### src/rtl/sphere_vertex_generator_core_macros.svh
// Assertion macros for the sphere vertex generator core.
`ifndef SPHERE_VERTEX_GENERATOR_CORE_MACROS_SVH
`define SPHERE_VERTEX_GENERATOR_CORE_MACROS_SVH
`ifndef SYNTHESIS
// Same-cycle implication, sampled on the rising clock edge, off during reset.
`define SVG_ASSERT_IMPLY(name, ante, cons, msg) \
   name: assert property (@(posedge clock) disable iff (reset) (ante) |-> (cons)) \
      else $error(msg);
// Next-cycle implication, sampled on the rising clock edge, off during reset.
`define SVG_ASSERT_NEXT(name, ante, cons, msg) \
   name: assert property (@(posedge clock) disable iff (reset) (ante) |=> (cons)) \
      else $error(msg);
`else
`define SVG_ASSERT_IMPLY(name, ante, cons, msg)
`define SVG_ASSERT_NEXT(name, ante, cons, msg)
`endif
`endif

### src/rtl/svg_pkg.sv
// Shared constants and the arctangent table of the sphere vertex generator.
package svg_pkg;

   // Angle and rotation unit sizes.
   localparam int ANGLE_BITS    = 16;
   localparam int TURN_BITS     = 24;
   localparam int CORDIC_STEPS  = 20;
   localparam int STEP_BITS     = 5;
   localparam int CORDIC_W      = 32;
   localparam int Z_W           = TURN_BITS + 1;
   localparam int MAX_DIVISIONS = 256;
   localparam int COUNT_W       = 9;

   // Gain-compensated unit vector in Q1.30.
   localparam logic signed [CORDIC_W-1:0] CORDIC_START = 32'sd652032874;

   // Quarter and half turn in the widened angle format.
   localparam logic signed [Z_W-1:0] Z_QUARTER = Z_W'(1 << (TURN_BITS - 2));
   localparam logic signed [Z_W-1:0] Z_HALF    = Z_W'(1 << (TURN_BITS - 1));

   // Three quarters of a turn; turns the stack angle into latitude.
   localparam logic [ANGLE_BITS-1:0] BETA_OFFSET = ANGLE_BITS'(3 << (ANGLE_BITS - 2));

   // Configuration port.
   localparam int CSR_INDEX_W = 2;
   localparam int CSR_DATA_W  = 16;
   localparam logic [CSR_INDEX_W-1:0] REG_RADIUS = 2'd0;
   localparam logic [CSR_INDEX_W-1:0] REG_STACKS = 2'd1;
   localparam logic [CSR_INDEX_W-1:0] REG_SLICES = 2'd2;

   // Arctangent of 2^-k as a fraction of a turn, 24 fractional bits.
   function automatic logic signed [Z_W-1:0] atan_turn(input logic [STEP_BITS-1:0] k);
      logic signed [Z_W-1:0] v;
      case (k)
         5'd0:    v = 25'sd2097152;
         5'd1:    v = 25'sd1238021;
         5'd2:    v = 25'sd654136;
         5'd3:    v = 25'sd332050;
         5'd4:    v = 25'sd166669;
         5'd5:    v = 25'sd83416;
         5'd6:    v = 25'sd41718;
         5'd7:    v = 25'sd20860;
         5'd8:    v = 25'sd10430;
         5'd9:    v = 25'sd5215;
         5'd10:   v = 25'sd2608;
         5'd11:   v = 25'sd1304;
         5'd12:   v = 25'sd652;
         5'd13:   v = 25'sd326;
         5'd14:   v = 25'sd163;
         5'd15:   v = 25'sd81;
         5'd16:   v = 25'sd41;
         5'd17:   v = 25'sd20;
         5'd18:   v = 25'sd10;
         5'd19:   v = 25'sd5;
         default: v = '0;
      endcase
      return v;
   endfunction

endpackage

### src/rtl/svg_cordic.sv
// Iterative rotation-mode CORDIC giving cosine and sine of one angle.
module svg_cordic (
   input  logic                                  clock,
   input  logic                                  reset,
   input  logic                                  cor_start,
   input  logic [svg_pkg::ANGLE_BITS-1:0]        cor_angle,
   output logic                                  cor_done,
   output logic signed [svg_pkg::CORDIC_W-1:0]   cor_cos,
   output logic signed [svg_pkg::CORDIC_W-1:0]   cor_sin
);
   import svg_pkg::*;

   logic                         busy_ff, busy_in;
   logic                         done_ff, done_in;
   logic                         neg_ff, neg_in;
   logic [STEP_BITS-1:0]         k_ff, k_in;
   logic signed [CORDIC_W-1:0]   x_ff, x_in;
   logic signed [CORDIC_W-1:0]   y_ff, y_in;
   logic signed [Z_W-1:0]        z_ff, z_in;
   logic signed [CORDIC_W-1:0]   cos_ff, cos_in;
   logic signed [CORDIC_W-1:0]   sin_ff, sin_in;

   logic [TURN_BITS-1:0]         turn;
   logic signed [Z_W-1:0]        z_wrap;
   logic signed [Z_W-1:0]        z_fold;
   logic                         neg_fold;
   logic signed [CORDIC_W-1:0]   xs, ys;
   logic signed [CORDIC_W-1:0]   x_step, y_step;
   logic signed [Z_W-1:0]        z_step;

   // Widen the angle and fold the left half plane onto the right one.
   always_comb begin
      turn     = {cor_angle, {(TURN_BITS - ANGLE_BITS){1'b0}}};
      z_wrap   = $signed({turn[TURN_BITS-1], turn});
      z_fold   = z_wrap;
      neg_fold = 1'b0;
      if (z_wrap > Z_QUARTER) begin
         z_fold   = z_wrap - Z_HALF;
         neg_fold = 1'b1;
      end else if (z_wrap < -Z_QUARTER) begin
         z_fold   = z_wrap + Z_HALF;
         neg_fold = 1'b1;
      end
   end

   // One micro-rotation, direction set by the sign of the residual angle.
   always_comb begin
      xs = x_ff >>> k_ff;
      ys = y_ff >>> k_ff;
      if (!z_ff[Z_W-1]) begin
         x_step = x_ff - ys;
         y_step = y_ff + xs;
         z_step = z_ff - atan_turn(k_ff);
      end else begin
         x_step = x_ff + ys;
         y_step = y_ff - xs;
         z_step = z_ff + atan_turn(k_ff);
      end
   end

   // Iteration sequencer.
   always_comb begin
      busy_in = busy_ff;
      done_in = 1'b0;
      neg_in  = neg_ff;
      k_in    = k_ff;
      x_in    = x_ff;
      y_in    = y_ff;
      z_in    = z_ff;
      cos_in  = cos_ff;
      sin_in  = sin_ff;
      if (cor_start) begin
         busy_in = 1'b1;
         k_in    = '0;
         x_in    = CORDIC_START;
         y_in    = '0;
         z_in    = z_fold;
         neg_in  = neg_fold;
      end else if (busy_ff) begin
         x_in = x_step;
         y_in = y_step;
         z_in = z_step;
         if (k_ff == STEP_BITS'(CORDIC_STEPS - 1)) begin
            busy_in = 1'b0;
            done_in = 1'b1;
            cos_in  = neg_ff ? -x_step : x_step;
            sin_in  = neg_ff ? -y_step : y_step;
         end else begin
            k_in = k_ff + 1'b1;
         end
      end
   end

   always_ff @(posedge clock) begin
      if (reset) begin
         busy_ff <= 1'b0;
         done_ff <= 1'b0;
      end else begin
         busy_ff <= busy_in;
         done_ff <= done_in;
      end
   end

   always_ff @(posedge clock) begin
      neg_ff <= neg_in;
      k_ff   <= k_in;
      x_ff   <= x_in;
      y_ff   <= y_in;
      z_ff   <= z_in;
      cos_ff <= cos_in;
      sin_ff <= sin_in;
   end

   assign cor_done = done_ff;
   assign cor_cos  = cos_ff;
   assign cor_sin  = sin_ff;

endmodule

### src/rtl/sphere_vertex_generator_core.sv
// Top level of the UV sphere vertex generator.
//
//   channel  direction  transfer when           carries
//   req      in         req_tvalid & tready     restart flag
//   rsp      out        rsp_tvalid & tready     x, y, z, vertex number, last vertex
//   csr      in         csr_we                  radius, stack count, slice count
//
// A ring vertex takes two CORDIC passes on the shared rotation unit, plus seven operations
// on the shared multiplier. After a count register is written, the next ring vertex adds
// two 17-step divisions for the angle steps. req_tready is high only while no item is in work.
// A finished vertex waits in the result register while rsp_tready is low; reset is
// synchronous and returns the sequence to the south pole with the default registers.
`include "sphere_vertex_generator_core_macros.svh"
module sphere_vertex_generator_core (
   input  logic                               clock,
   input  logic                               reset,
   // Configuration write port.
   input  logic                               csr_we,
   input  logic [svg_pkg::CSR_INDEX_W-1:0]    csr_index,
   input  logic [svg_pkg::CSR_DATA_W-1:0]     csr_wdata,
   // Advance requests.
   input  logic                               req_tvalid,
   output logic                               req_tready,
   input  logic [7:0]                         req_tdata,  // [0] restart, [7:1] zero
   // Vertices.
   output logic                               rsp_tvalid,
   input  logic                               rsp_tready,
   // [16:0] x_coord, [33:17] y_coord, [50:34] z_coord, [66:51] vertex_number, [71:67] zero
   output logic [71:0]                        rsp_tdata,
   output logic                               rsp_tlast
);
   import svg_pkg::*;

   typedef enum logic [5:0] {
      S_IDLE = 6'b000001,
      S_DIV  = 6'b000010,
      S_MUL  = 6'b000100,
      S_MWB  = 6'b001000,
      S_CORD = 6'b010000,
      S_OUT  = 6'b100000
   } state_type;

   typedef enum logic [2:0] {
      OP_BETA,
      OP_ALPHA,
      OP_FX,
      OP_FZ,
      OP_Y,
      OP_X,
      OP_Z
   } op_type;

   localparam logic [1:0] PH_SOUTH = 2'd0;
   localparam logic [1:0] PH_RING  = 2'd1;
   localparam logic [1:0] PH_NORTH = 2'd2;

   localparam int COORD_W = 17;
   localparam logic signed [63:0] ROUND_HALF = 64'sd536870912;
   localparam logic signed [COORD_W-1:0] COORD_MAX = 17'sh0FFFF;
   localparam logic signed [COORD_W-1:0] COORD_MIN = 17'sh10000;
   localparam logic [STEP_BITS-1:0] DIV_LAST = STEP_BITS'(ANGLE_BITS);

   // Count register as used: zero acts as one, large values clip.
   function automatic logic [COUNT_W-1:0] eff_count(input logic [COUNT_W-1:0] c);
      logic [COUNT_W-1:0] v;
      v = c;
      if (c == '0) v = COUNT_W'(1);
      else if (c > COUNT_W'(MAX_DIVISIONS)) v = COUNT_W'(MAX_DIVISIONS);
      return v;
   endfunction

   // Round a Q2.60-scaled product back by 30 bits, floor of value plus one half.
   function automatic logic signed [33:0] round_q30(input logic signed [63:0] p);
      logic signed [63:0] t;
      t = p + ROUND_HALF;
      return $signed(t[63:30]);
   endfunction

   // Clip a rounded coordinate to the signed Q8.8 output range.
   function automatic logic signed [COORD_W-1:0] sat_coord(input logic signed [33:0] v);
      logic signed [COORD_W-1:0] r;
      if (v > 34'sd65535) r = COORD_MAX;
      else if (v < -34'sd65536) r = COORD_MIN;
      else r = $signed(v[COORD_W-1:0]);
      return r;
   endfunction

   // Registers.
   state_type                  state_ff, state_in;
   op_type                     mop_ff, mop_in;
   logic [15:0]                radius_ff, radius_in;
   logic [COUNT_W-1:0]         stack_count_ff, stack_count_in;
   logic [COUNT_W-1:0]         slice_count_ff, slice_count_in;
   logic [1:0]                 phase_ff, phase_in;
   logic [COUNT_W-1:0]         stack_index_ff, stack_index_in;
   logic [COUNT_W-1:0]         slice_index_ff, slice_index_in;
   logic [15:0]                vcount_ff, vcount_in;
   logic                       steps_ok_ff, steps_ok_in;
   logic [ANGLE_BITS-1:0]      slice_step_ff, slice_step_in;
   logic [ANGLE_BITS-1:0]      stack_step_ff, stack_step_in;
   logic                       div_sel_ff, div_sel_in;
   logic [STEP_BITS-1:0]       div_cnt_ff, div_cnt_in;
   logic [COUNT_W-1:0]         rem_ff, rem_in;
   logic [ANGLE_BITS:0]        quo_ff, quo_in;
   logic [COUNT_W-1:0]         st_cur_ff, st_cur_in;
   logic [COUNT_W-1:0]         sl_cur_ff, sl_cur_in;
   logic signed [63:0]         prod_ff, prod_in;
   logic signed [CORDIC_W-1:0] cb_ff, cb_in, sb_ff, sb_in;
   logic signed [CORDIC_W-1:0] ca_ff, ca_in, sa_ff, sa_in;
   logic signed [CORDIC_W-1:0] fx_ff, fx_in, fz_ff, fz_in;
   logic signed [COORD_W-1:0]  res_x_ff, res_x_in;
   logic signed [COORD_W-1:0]  res_y_ff, res_y_in;
   logic signed [COORD_W-1:0]  res_z_ff, res_z_in;
   logic [15:0]                res_num_ff, res_num_in;
   logic                       res_last_ff, res_last_in;
   logic                       rsp_valid_ff, rsp_valid_in;
   logic [71:0]                rsp_data_ff, rsp_data_in;
   logic                       rsp_last_ff, rsp_last_in;

   // Combinational signals.
   logic [COUNT_W-1:0]         stacks, slices;
   logic                       restart;
   logic [1:0]                 ph0, ph1, ph2;
   logic [COUNT_W-1:0]         st0, st1, st2, sl0, sl1, sl2, sl_inc;
   logic [15:0]                cnt0;
   logic                       ring0;
   logic [COUNT_W-1:0]         div_by;
   logic [COUNT_W:0]           div_try;
   logic                       div_ge;
   logic [ANGLE_BITS:0]        quo_next;
   logic signed [CORDIC_W-1:0] op_a, op_b;
   logic                       cor_start;
   logic [ANGLE_BITS-1:0]      cor_angle;
   logic                       cor_done;
   logic signed [CORDIC_W-1:0] cor_cos, cor_sin;
   logic signed [33:0]         prod_round;

   assign stacks  = eff_count(stack_count_ff);
   assign slices  = eff_count(slice_count_ff);
   assign restart = req_tdata[0];

   // Position of the vertex this transfer emits, and the position after it.
   always_comb begin
      ph0   = restart ? PH_SOUTH : phase_ff;
      st0   = restart ? COUNT_W'(1) : stack_index_ff;
      sl0   = restart ? '0 : slice_index_ff;
      cnt0  = restart ? '0 : vcount_ff;
      ring0 = (ph0 == PH_RING);
      if (ring0 && (sl0 >= slices)) begin
         sl1 = '0;
         st1 = st0 + 1'b1;
      end else begin
         sl1 = sl0;
         st1 = st0;
      end
      ph1    = (ring0 && (st1 >= stacks)) ? PH_NORTH : ph0;
      sl_inc = sl1 + 1'b1;
      if (sl_inc >= slices) begin
         sl2 = '0;
         st2 = st1 + 1'b1;
      end else begin
         sl2 = sl_inc;
         st2 = st1;
      end
      ph2 = (st2 >= stacks) ? PH_NORTH : PH_RING;
   end

   // Restoring divider step: 2^16 divided by a count, one quotient bit per cycle.
   always_comb begin
      div_by   = div_sel_ff ? stacks : slices;
      div_try  = {rem_ff, (div_cnt_ff == '0)};
      div_ge   = (div_try >= {1'b0, div_by});
      quo_next = {quo_ff[ANGLE_BITS-1:0], div_ge};
   end

   // Operand selection for the shared multiplier.
   always_comb begin
      case (mop_ff)
         OP_BETA: begin
            op_a = $signed({16'b0, stack_step_ff});
            op_b = $signed({23'b0, st_cur_ff});
         end
         OP_ALPHA: begin
            op_a = $signed({16'b0, slice_step_ff});
            op_b = $signed({23'b0, sl_cur_ff});
         end
         OP_FX: begin
            op_a = cb_ff;
            op_b = sa_ff;
         end
         OP_FZ: begin
            op_a = cb_ff;
            op_b = ca_ff;
         end
         OP_Y: begin
            op_a = $signed({16'b0, radius_ff});
            op_b = sb_ff;
         end
         OP_X: begin
            op_a = $signed({16'b0, radius_ff});
            op_b = fx_ff;
         end
         OP_Z: begin
            op_a = $signed({16'b0, radius_ff});
            op_b = fz_ff;
         end
         default: begin
            op_a = '0;
            op_b = '0;
         end
      endcase
   end

   assign prod_round = round_q30(prod_ff);
   assign cor_angle  = (mop_ff == OP_BETA) ? prod_ff[ANGLE_BITS-1:0] + BETA_OFFSET
                                           : prod_ff[ANGLE_BITS-1:0];

   // Shared rotation unit for both angles.
   svg_cordic u_cordic (
      .clock     (clock),
      .reset     (reset),
      .cor_start (cor_start),
      .cor_angle (cor_angle),
      .cor_done  (cor_done),
      .cor_cos   (cor_cos),
      .cor_sin   (cor_sin)
   );

   // Sequencer and next-state logic.
   always_comb begin
      state_in       = state_ff;
      mop_in         = mop_ff;
      radius_in      = radius_ff;
      stack_count_in = stack_count_ff;
      slice_count_in = slice_count_ff;
      phase_in       = phase_ff;
      stack_index_in = stack_index_ff;
      slice_index_in = slice_index_ff;
      vcount_in      = vcount_ff;
      steps_ok_in    = steps_ok_ff;
      slice_step_in  = slice_step_ff;
      stack_step_in  = stack_step_ff;
      div_sel_in     = div_sel_ff;
      div_cnt_in     = div_cnt_ff;
      rem_in         = rem_ff;
      quo_in         = quo_ff;
      st_cur_in      = st_cur_ff;
      sl_cur_in      = sl_cur_ff;
      prod_in        = prod_ff;
      cb_in          = cb_ff;
      sb_in          = sb_ff;
      ca_in          = ca_ff;
      sa_in          = sa_ff;
      fx_in          = fx_ff;
      fz_in          = fz_ff;
      res_x_in       = res_x_ff;
      res_y_in       = res_y_ff;
      res_z_in       = res_z_ff;
      res_num_in     = res_num_ff;
      res_last_in    = res_last_ff;
      rsp_valid_in   = rsp_valid_ff;
      rsp_data_in    = rsp_data_ff;
      rsp_last_in    = rsp_last_ff;
      cor_start      = 1'b0;

      // Register writes; a new count invalidates the angle steps.
      if (csr_we) begin
         case (csr_index)
            REG_RADIUS: radius_in = csr_wdata;
            REG_STACKS: begin
               stack_count_in = csr_wdata[COUNT_W-1:0];
               steps_ok_in    = 1'b0;
            end
            REG_SLICES: begin
               slice_count_in = csr_wdata[COUNT_W-1:0];
               steps_ok_in    = 1'b0;
            end
            default: ;
         endcase
      end

      // The consumer takes the waiting vertex.
      if (rsp_valid_ff && rsp_tready) begin
         rsp_valid_in = 1'b0;
      end

      case (state_ff)
         S_IDLE: begin
            if (req_tvalid) begin
               res_num_in = cnt0;
               if (ph1 == PH_RING) begin
                  st_cur_in      = st1;
                  sl_cur_in      = sl1;
                  vcount_in      = cnt0 + 1'b1;
                  stack_index_in = st2;
                  slice_index_in = sl2;
                  phase_in       = ph2;
                  res_last_in    = 1'b0;
                  mop_in         = OP_BETA;
                  div_sel_in     = 1'b0;
                  div_cnt_in     = '0;
                  rem_in         = '0;
                  state_in       = steps_ok_ff ? S_MUL : S_DIV;
               end else if (ph1 == PH_NORTH) begin
                  res_x_in       = '0;
                  res_y_in       = $signed({1'b0, radius_ff});
                  res_z_in       = '0;
                  res_last_in    = 1'b1;
                  phase_in       = PH_SOUTH;
                  stack_index_in = COUNT_W'(1);
                  slice_index_in = '0;
                  vcount_in      = '0;
                  state_in       = S_OUT;
               end else begin
                  res_x_in       = '0;
                  res_y_in       = -$signed({1'b0, radius_ff});
                  res_z_in       = '0;
                  res_last_in    = 1'b0;
                  vcount_in      = cnt0 + 1'b1;
                  stack_index_in = COUNT_W'(1);
                  slice_index_in = '0;
                  phase_in       = (stacks >= COUNT_W'(2)) ? PH_RING : PH_NORTH;
                  state_in       = S_OUT;
               end
            end
         end

         // Slice step first, then stack step as half of the stack quotient.
         S_DIV: begin
            rem_in = div_ge ? COUNT_W'(div_try - {1'b0, div_by}) : div_try[COUNT_W-1:0];
            quo_in = quo_next;
            if (div_cnt_ff == DIV_LAST) begin
               div_cnt_in = '0;
               rem_in     = '0;
               if (!div_sel_ff) begin
                  slice_step_in = quo_next[ANGLE_BITS-1:0];
                  div_sel_in    = 1'b1;
               end else begin
                  stack_step_in = quo_next[ANGLE_BITS:1];
                  steps_ok_in   = 1'b1;
                  state_in      = S_MUL;
               end
            end else begin
               div_cnt_in = div_cnt_ff + 1'b1;
            end
         end

         S_MUL: begin
            prod_in  = op_a * op_b;
            state_in = S_MWB;
         end

         // Use the registered product.
         S_MWB: begin
            case (mop_ff)
               OP_BETA, OP_ALPHA: begin
                  cor_start = 1'b1;
                  state_in  = S_CORD;
               end
               OP_FX: begin
                  fx_in    = prod_round[CORDIC_W-1:0];
                  mop_in   = OP_FZ;
                  state_in = S_MUL;
               end
               OP_FZ: begin
                  fz_in    = prod_round[CORDIC_W-1:0];
                  mop_in   = OP_Y;
                  state_in = S_MUL;
               end
               OP_Y: begin
                  res_y_in = sat_coord(prod_round);
                  mop_in   = OP_X;
                  state_in = S_MUL;
               end
               OP_X: begin
                  res_x_in = sat_coord(prod_round);
                  mop_in   = OP_Z;
                  state_in = S_MUL;
               end
               OP_Z: begin
                  res_z_in = sat_coord(prod_round);
                  state_in = S_OUT;
               end
               default: state_in = S_IDLE;
            endcase
         end

         S_CORD: begin
            if (cor_done) begin
               if (mop_ff == OP_BETA) begin
                  cb_in  = cor_cos;
                  sb_in  = cor_sin;
                  mop_in = OP_ALPHA;
               end else begin
                  ca_in  = cor_cos;
                  sa_in  = cor_sin;
                  mop_in = OP_FX;
               end
               state_in = S_MUL;
            end
         end

         // Hand the vertex to the result register once it is free.
         S_OUT: begin
            if (!rsp_valid_ff || rsp_tready) begin
               rsp_valid_in = 1'b1;
               rsp_data_in  = {5'b0, res_num_ff, res_z_ff, res_y_ff, res_x_ff};
               rsp_last_in  = res_last_ff;
               state_in     = S_IDLE;
            end
         end

         default: state_in = S_IDLE;
      endcase
   end

   // Control state.
   always_ff @(posedge clock) begin
      if (reset) begin
         state_ff       <= S_IDLE;
         mop_ff         <= OP_BETA;
         radius_ff      <= 16'd256;
         stack_count_ff <= COUNT_W'(8);
         slice_count_ff <= COUNT_W'(8);
         phase_ff       <= PH_SOUTH;
         stack_index_ff <= COUNT_W'(1);
         slice_index_ff <= '0;
         vcount_ff      <= '0;
         steps_ok_ff    <= 1'b0;
         div_sel_ff     <= 1'b0;
         div_cnt_ff     <= '0;
         rsp_valid_ff   <= 1'b0;
      end else begin
         state_ff       <= state_in;
         mop_ff         <= mop_in;
         radius_ff      <= radius_in;
         stack_count_ff <= stack_count_in;
         slice_count_ff <= slice_count_in;
         phase_ff       <= phase_in;
         stack_index_ff <= stack_index_in;
         slice_index_ff <= slice_index_in;
         vcount_ff      <= vcount_in;
         steps_ok_ff    <= steps_ok_in;
         div_sel_ff     <= div_sel_in;
         div_cnt_ff     <= div_cnt_in;
         rsp_valid_ff   <= rsp_valid_in;
      end
   end

   // Datapath registers.
   always_ff @(posedge clock) begin
      slice_step_ff <= slice_step_in;
      stack_step_ff <= stack_step_in;
      rem_ff        <= rem_in;
      quo_ff        <= quo_in;
      st_cur_ff     <= st_cur_in;
      sl_cur_ff     <= sl_cur_in;
      prod_ff       <= prod_in;
      cb_ff         <= cb_in;
      sb_ff         <= sb_in;
      ca_ff         <= ca_in;
      sa_ff         <= sa_in;
      fx_ff         <= fx_in;
      fz_ff         <= fz_in;
      res_x_ff      <= res_x_in;
      res_y_ff      <= res_y_in;
      res_z_ff      <= res_z_in;
      res_num_ff    <= res_num_in;
      res_last_ff   <= res_last_in;
      rsp_data_ff   <= rsp_data_in;
      rsp_last_ff   <= rsp_last_in;
   end

   assign req_tready = (state_ff == S_IDLE);
   assign rsp_tvalid = rsp_valid_ff;
   assign rsp_tdata  = rsp_data_ff;
   assign rsp_tlast  = rsp_last_ff;

   // Checks on the sequencer and the pole output.
   `SVG_ASSERT_IMPLY(a_pole_on_axis, rsp_tvalid && rsp_tlast, rsp_tdata[16:0] == 17'd0 && rsp_tdata[50:34] == 17'd0, "north pole vertex is off the axis")
   `SVG_ASSERT_IMPLY(a_cordic_done_in_wait, cor_done, state_ff == S_CORD, "rotation result arrived outside its wait state")
   `SVG_ASSERT_IMPLY(a_steps_before_mul, state_ff == S_MUL, steps_ok_ff, "multiply issued with stale angle steps")
   `SVG_ASSERT_NEXT(a_accept_leaves_idle, req_tvalid && req_tready, state_ff != S_IDLE, "accepted transfer did not start work")

endmodule
### config.mk
export PLATFORM = sky130hd
export DESIGN_NAME = sphere_vertex_generator_core
export DESIGN_NICKNAME = d
export VERILOG_FILES = /design/src/rtl/svg_pkg.sv /design/src/rtl/svg_cordic.sv /design/src/rtl/sphere_vertex_generator_core.sv
export VERILOG_INCLUDE_DIRS = /design/src /design/src/rtl
export SDC_FILE = /design/constraint.sdc
export NUM_CORES = 2
export LEC_CHECK = 0
export BUFFER_PORTS_ARGS = -buffer_cell sky130_fd_sc_hd__buf_2
export CORE_MARGIN = 2
export CORE_UTILIZATION = 45
export DETAILED_ROUTE_END_ITERATION = 6
export SLEW_MARGIN = 20
export SYNTH_ARGS = -nofsm -noshare
export SYNTH_HDL_FRONTEND = slang
export SYNTH_SLANG_ARGS = --single-unit
### constraint.sdc
create_clock -name clock -period 29.9 [get_ports clock]
set_input_delay 5.98 -clock clock [delete_from_list [all_inputs] [get_ports clock]]
set_output_delay 5.98 -clock clock [all_outputs]
set_load 0.05 [all_outputs]
; ---- Yosys cells after proc, flatten, opt, wreduce, memory -nomap -nowiden
; Memories as Yosys holds them, arrays and structs flattened. A register that Yosys moved wholly into a read port is not among the register bits.
; Index checks and enable logic that the tools add are counted.
; Widths: inputs -> output; s select.
[totals]
regBits = 715
mem_bits_ro = 1408
in_bits = 31
mem_count = 2
[classes]
add_sub_neg = 20
n_mul = 1
n_lt_le_gt_ge = 12
n_eq_ne = 30
shift = 2
mux = 97
n_bitwise = 5
n_reduce_logical = 41
[mem_list]
columns = name, words, width, rd, rd_ports_with_merged_regs, write_ports, line_no
row1 = (no name shown), 32, 22, 1, 1, 0, svg_pkg.sv:34  ; case (k)
row2 = (no name shown), 32, 22, 1, 1, 0, svg_pkg.sv:34
[ops]
columns = operator, count
row1 = $pmux 32 s7, 1
row2 = $mux 25, 7
row3 = $mux 17, 10
row4 = $mux 9, 17
row5 = $mux 32, 4
row6 = $pmux 32 s4, 1
row7 = $pmux 17 s2, 3
row8 = $add 32x32->32, 2
row9 = $add 64x31->64 const B, 1
row10 = $mul 32x32->64, 1
row11 = $mux 16, 4
row12 = $neg 32->32, 2
row13 = $sshr 32x5->32, 2
row14 = $sub 32x32->32, 2
row15 = $ge 9x9->1, 4
row16 = $mux 6, 6
row17 = $pmux 6 s6, 1
row18 = $mux 5, 7
row19 = $gt 34x17->1 const B, 1
row20 = $lt 34x17->1 const B, 1
row21 = $add 9x1->9 const B, 3
row22 = $add 24x25->25 const B, 1
row23 = $add 25x25->25, 1
row24 = $sub 24x25->25 const B, 1
row25 = 52 further kinds, 125

; ---- Longest topological paths before layout
[depth]
ltp_word = 14
depth_mapped = 37
mapped_depth_nobuf = 34

; ---- Modules after synthesis
; A second synthesis with hierarchy kept.
[unflattened]
hier_cells = 7983
hier_area_um2 = 77017.6
[modules_own_cells]
columns = mod, n_inst, cells_each, area_per_inst_um2, seq_area_each_um2
row1 = sphere_vertex_generator_core, 1, 5842, 58708.8, 15374.7
row2 = svg_cordic, 1, 2141, 18308.8, 4564.4

; ---- Least setup slack after synthesis
; OpenSTA, ideal clock, no wires.
[synth_timing]
path_type = input to register
from = in req_tdata[0]
to = reg phase_ff[0]
t_arrival_ns = 12.969
required_ns = 29.839
setup_slack_ns = 16.870
cell_stages = 35
n_path_buf = 6
cell_sequence = clkbuf_1 clkbuf_1 clkbuf_1 buf_1 clkbuf_1 clkbuf_1 nor2b_1 ha_1 o21ai_0 nand2b_1 a21oi_1 nor2_1 a21oi_1 nand2_1 inv_1 ha_1 nand4_1 nor4b_1 xor2_1 ha_1 a21oi_1 o21ai_0 xnor2_1 ha_1 nand2b_1 a21o_1 a21o_1 a21o_1 a21o_1 a21o_1 a21o_1 a21o_1 a21oi_1 a221o_1 o211a_1
[synth_via]
elab_chain_cells = 10
[synth_lines]
columns = element, line_no
row1 = start: declaration, sphere_vertex_generator_core.sv:24  ; input logic [7:0] req_tdata,
row2 = $mux 9 / $mux 2 (equally long branches), "sphere_vertex_generator_core.sv:146, sphere_vertex_generator_core.sv:144"
row3 = $ge 9x9->1 / $eq 2x1->1 (equally long branches), "sphere_vertex_generator_core.sv:149, sphere_vertex_generator_core.sv:148"
row4 = $logic_and 1x1->1, sphere_vertex_generator_core.sv:149  ; if (ring0 && (sl0 >= slices)) begin
row5 = $mux 9 (*), sphere_vertex_generator_core.sv:149
row6 = named net sl1[0], sphere_vertex_generator_core.sv:124  ; logic [COUNT_W-1:0] st0, st1, st2, sl0, sl1, sl2, sl_inc;
row7 = $add 9x1->9 (*), sphere_vertex_generator_core.sv:157  ; sl_inc = sl1 + 1'b1;
row8 = $ge 9x9->1 (*), sphere_vertex_generator_core.sv:158  ; if (sl_inc >= slices) begin
row9 = $mux 9 (*), sphere_vertex_generator_core.sv:158
row10 = $ge 9x9->1 (*), sphere_vertex_generator_core.sv:165  ; ph2 = (st2 >= stacks) ? PH_NORTH : PH_RING;
row11 = $mux 2 (*), sphere_vertex_generator_core.sv:165
row12 = $mux 2 (*), sphere_vertex_generator_core.sv:291  ; if (ph1 == PH_RING) begin
row13 = end signal: assignment, sphere_vertex_generator_core.sv:439  ; phase_ff <= phase_in;
row14 = end: declaration, sphere_vertex_generator_core.sv:94  ; logic [1:0] phase_ff, phase_in;
; Mark *: on every way through the listed nets, which the timed path passes. The rest lies on a longest branch.
; A chain may end at the register's enable or synchronous reset.

; ---- Worst setup path in the final report
; Same ends and word-level chain as after synthesis.

==> out/metrics.cfg <==
[outcome]
outcome = finished, final reports clean

[sta]
worstMarginPinSlew_ps = 1170
slew_headroom_pct = 21.6
slew_viol_final = 0
final.setup.tns_ps = 0
rsz0062_at_grt = false
hold_viol = 0
period_minus_slack_ps = 13260
finClkSkew_ps = 46.8
max_freq_ghz = 0.0754
fin_crit_sh_pct = 44.3
setup-violations-final = 0

[worst_setup_path]
start_kind = input pin
critPathMaxFanout = 64
critPathKind = in2reg
arrival_ps = 13880
cp.required_ps = 30520
crit_slowest_cell = a21oi_1
max_stage_delay_ps = 630
crit_top_cell = a21o_1
worst_setup_path_end_kind = flop

[place]
place_area_um2 = 79900
routabilityCongestion = 0.952
io_buffers = 93
post-dp-hpwl_mm = 181

[finish]
drive_above_1_share_pct = 7.48
design_area_um2 = 82600
largest_reg_flops = 67
nNetsFinal = 9257
synthToLayoutAreaGrowth_pct = 7.41

[clock_network]
clk_latency_ps = 690
cts_hold_buf = 0
root_buffer = clkbuf_16
path_clk_slew_ps = 70
clk_path_buf_depth = 3
post_cts_buffers = 0
cts_made_buffers = 76
cts_resized = 0
htreeDepth = 3
cts.sinks = 724
cts_tree = built

[yosys]
synth_edf_count = 544
synth.distinct_cells = 106
yosysSeqAreaShare_pct = 25.9
yosysMostFrequentCell = inv_1
syn_inst = 7873
synthDominantCellAreaShare_pct = 28.3
synth_top_area_cell = fa_1
synth_area_um2 = 76900
synth-seq-cells = 724
syn_area_per_cell_um2 = 9.77
synthTopCellsByArea = fa_1 (28%), edfxtp_1 (21%), inv_1 (6.0%)
synth_commonest_cells = inv_1 (1219), fa_1 (1086), nand2_1 (970)
async_flop_share_pct = 0
yosysWarnings = 0
synth_flop_cell = edfxtp_1

[floorplan]
die_y_um = 417
rows = 151
initial_utilization_pct = 45.4
coreArea_um2 = 169000
io_pins = 106
die_x_um = 417
fp.dieArea_um2 = 174000

[min_path]
hp-class = reg2reg

[drt]
wl_per_cell_um = 23.6
drt-initial-drc-count = 5753
ant_nets = 0
vias = 58172
route.detailed.drc = 0
firstDrtPassIters = 6
vias_per_cell = 5.77
wl_mm = 238

[grt]
grt_usage_pct = 27.5
grt-ovfl-total = 0
grt_pass1_wl_mm = 363
antenna_found_initial = 15
grt_max_degree = 70
grt_pass1_vias = 58588

[pwr]
ir_worst_vdd_mv = 0.0831
p_per_area_nw_per_um2 = 45.8
p_leak_nw = 35.5

[run]
cap_violations = 0

[routing by layer]
| metal | up-vias | track usage [%] | share of wire [%] |
|---|---|---|---|
| li1 | 25621 | - | - |
| met3 | 425 | 5.27 | 9.5 |
| met5 | - | 0 | 0.017 |
| met4 | 6 | 8.11 | 3.1 |
| met2 | 2573 | 42.7 | 45 |
| met1 | 29547 | 39.2 | 42 |
[metrics by stage]
step	worst slack [ps]	cells	power [mW]	util, %	hold WS, ps
floorplan	16870	7877	2.31	-	400
global placement	16020	9942	2.72	47.1	401
detailed placement	16040	9942	2.74	47.1	405
CTS	16760	10082	3.77	48.7	418
global route	16090	10082	3.98	48.7	423
finish	16640	10086	3.78	48.7	417
[cell type report]
cell class | instances | area, um2
fill | 15708 | 86900
multi-input combinational | 5533 | 51000
sequential | 724 | 20000
inverter | 1225 | 4600
tap | 2218 | 2780
clock buffer | 91 | 2030
timing repair buffer | 242 | 1580
clock inverter | 49 | 663
antenna | 4 | 10.0
[final timing paths]
path                                    from       endpoint  slack, ps  cells past startpoint
worst max-delay path            req_tdata[0]    phase_ff[0]      16640                     34
worst min-delay path             res_z_ff[2]  rsp_tdata[36]        420                      0
worst max register to register     mop_ff[0]    prod_ff[58]      18260                     31
worst min register to register   res_z_ff[2]  rsp_tdata[36]        420                      0
[logic make-up (layout without fill, tap and decap cells)]
kind of cell	count (synthesis)	after routing	synth area share [%]
other	1	9	0.00488
xor gates and xnor gates	337	337	3.86
DFF	724	724	25.9
adders and majority gates	1424	1424	33.8
buffers and inverters	1620	1607	8.07
muxes	273	273	5.37
AOI/OAI and AO/OA	1119	1119	9.44
and+or+nand+nor	2375	2375	13.6
[worst max-delay path: cells and delay by family]
family	cells	cell delay (ps)
AO/OA/AOI/OAI	18	4210
XOR/XNOR	2	330
adder cells (fa/ha/maj)	4	1140
buffers and inverters	4	1090
AND/OR/NAND/NOR	6	1110
[layout by cell type (no fill, tap or decap), types with 32 or more instances in the layout]
master and instances:
and3_1 36, a21oi_1 316, xor2_1 134, buf_2 93
nand2_1 969, o21ai_0 206, edfxtp_1 544, nor3_1 79
nor2b_1 67, nand3_1 81, a22oi_1 42, xnor2_1 201
a211oi_1 39, nor2_1 806, mux4_2 90, ha_1 338
o31ai_1 32, clkbuf_16 77, a21o_1 86, mux2i_1 135
a31oi_1 55, nand2b_1 40, buf_4 149, o21a_1 50
and2_1 82, fa_1 1085, dfxtp_1 172, nor4_1 36
nand4_1 34, inv_1 1217
[power by group]
group | switching [mW] | internal (mW)
Combinational | 0.915 | 0.590
Sequential | 0.0878 | 1.16
Clock | 0.441 | 0.584
Total | 1.44 | 2.34
Note: power is estimated with default switching activity, not from simulation.
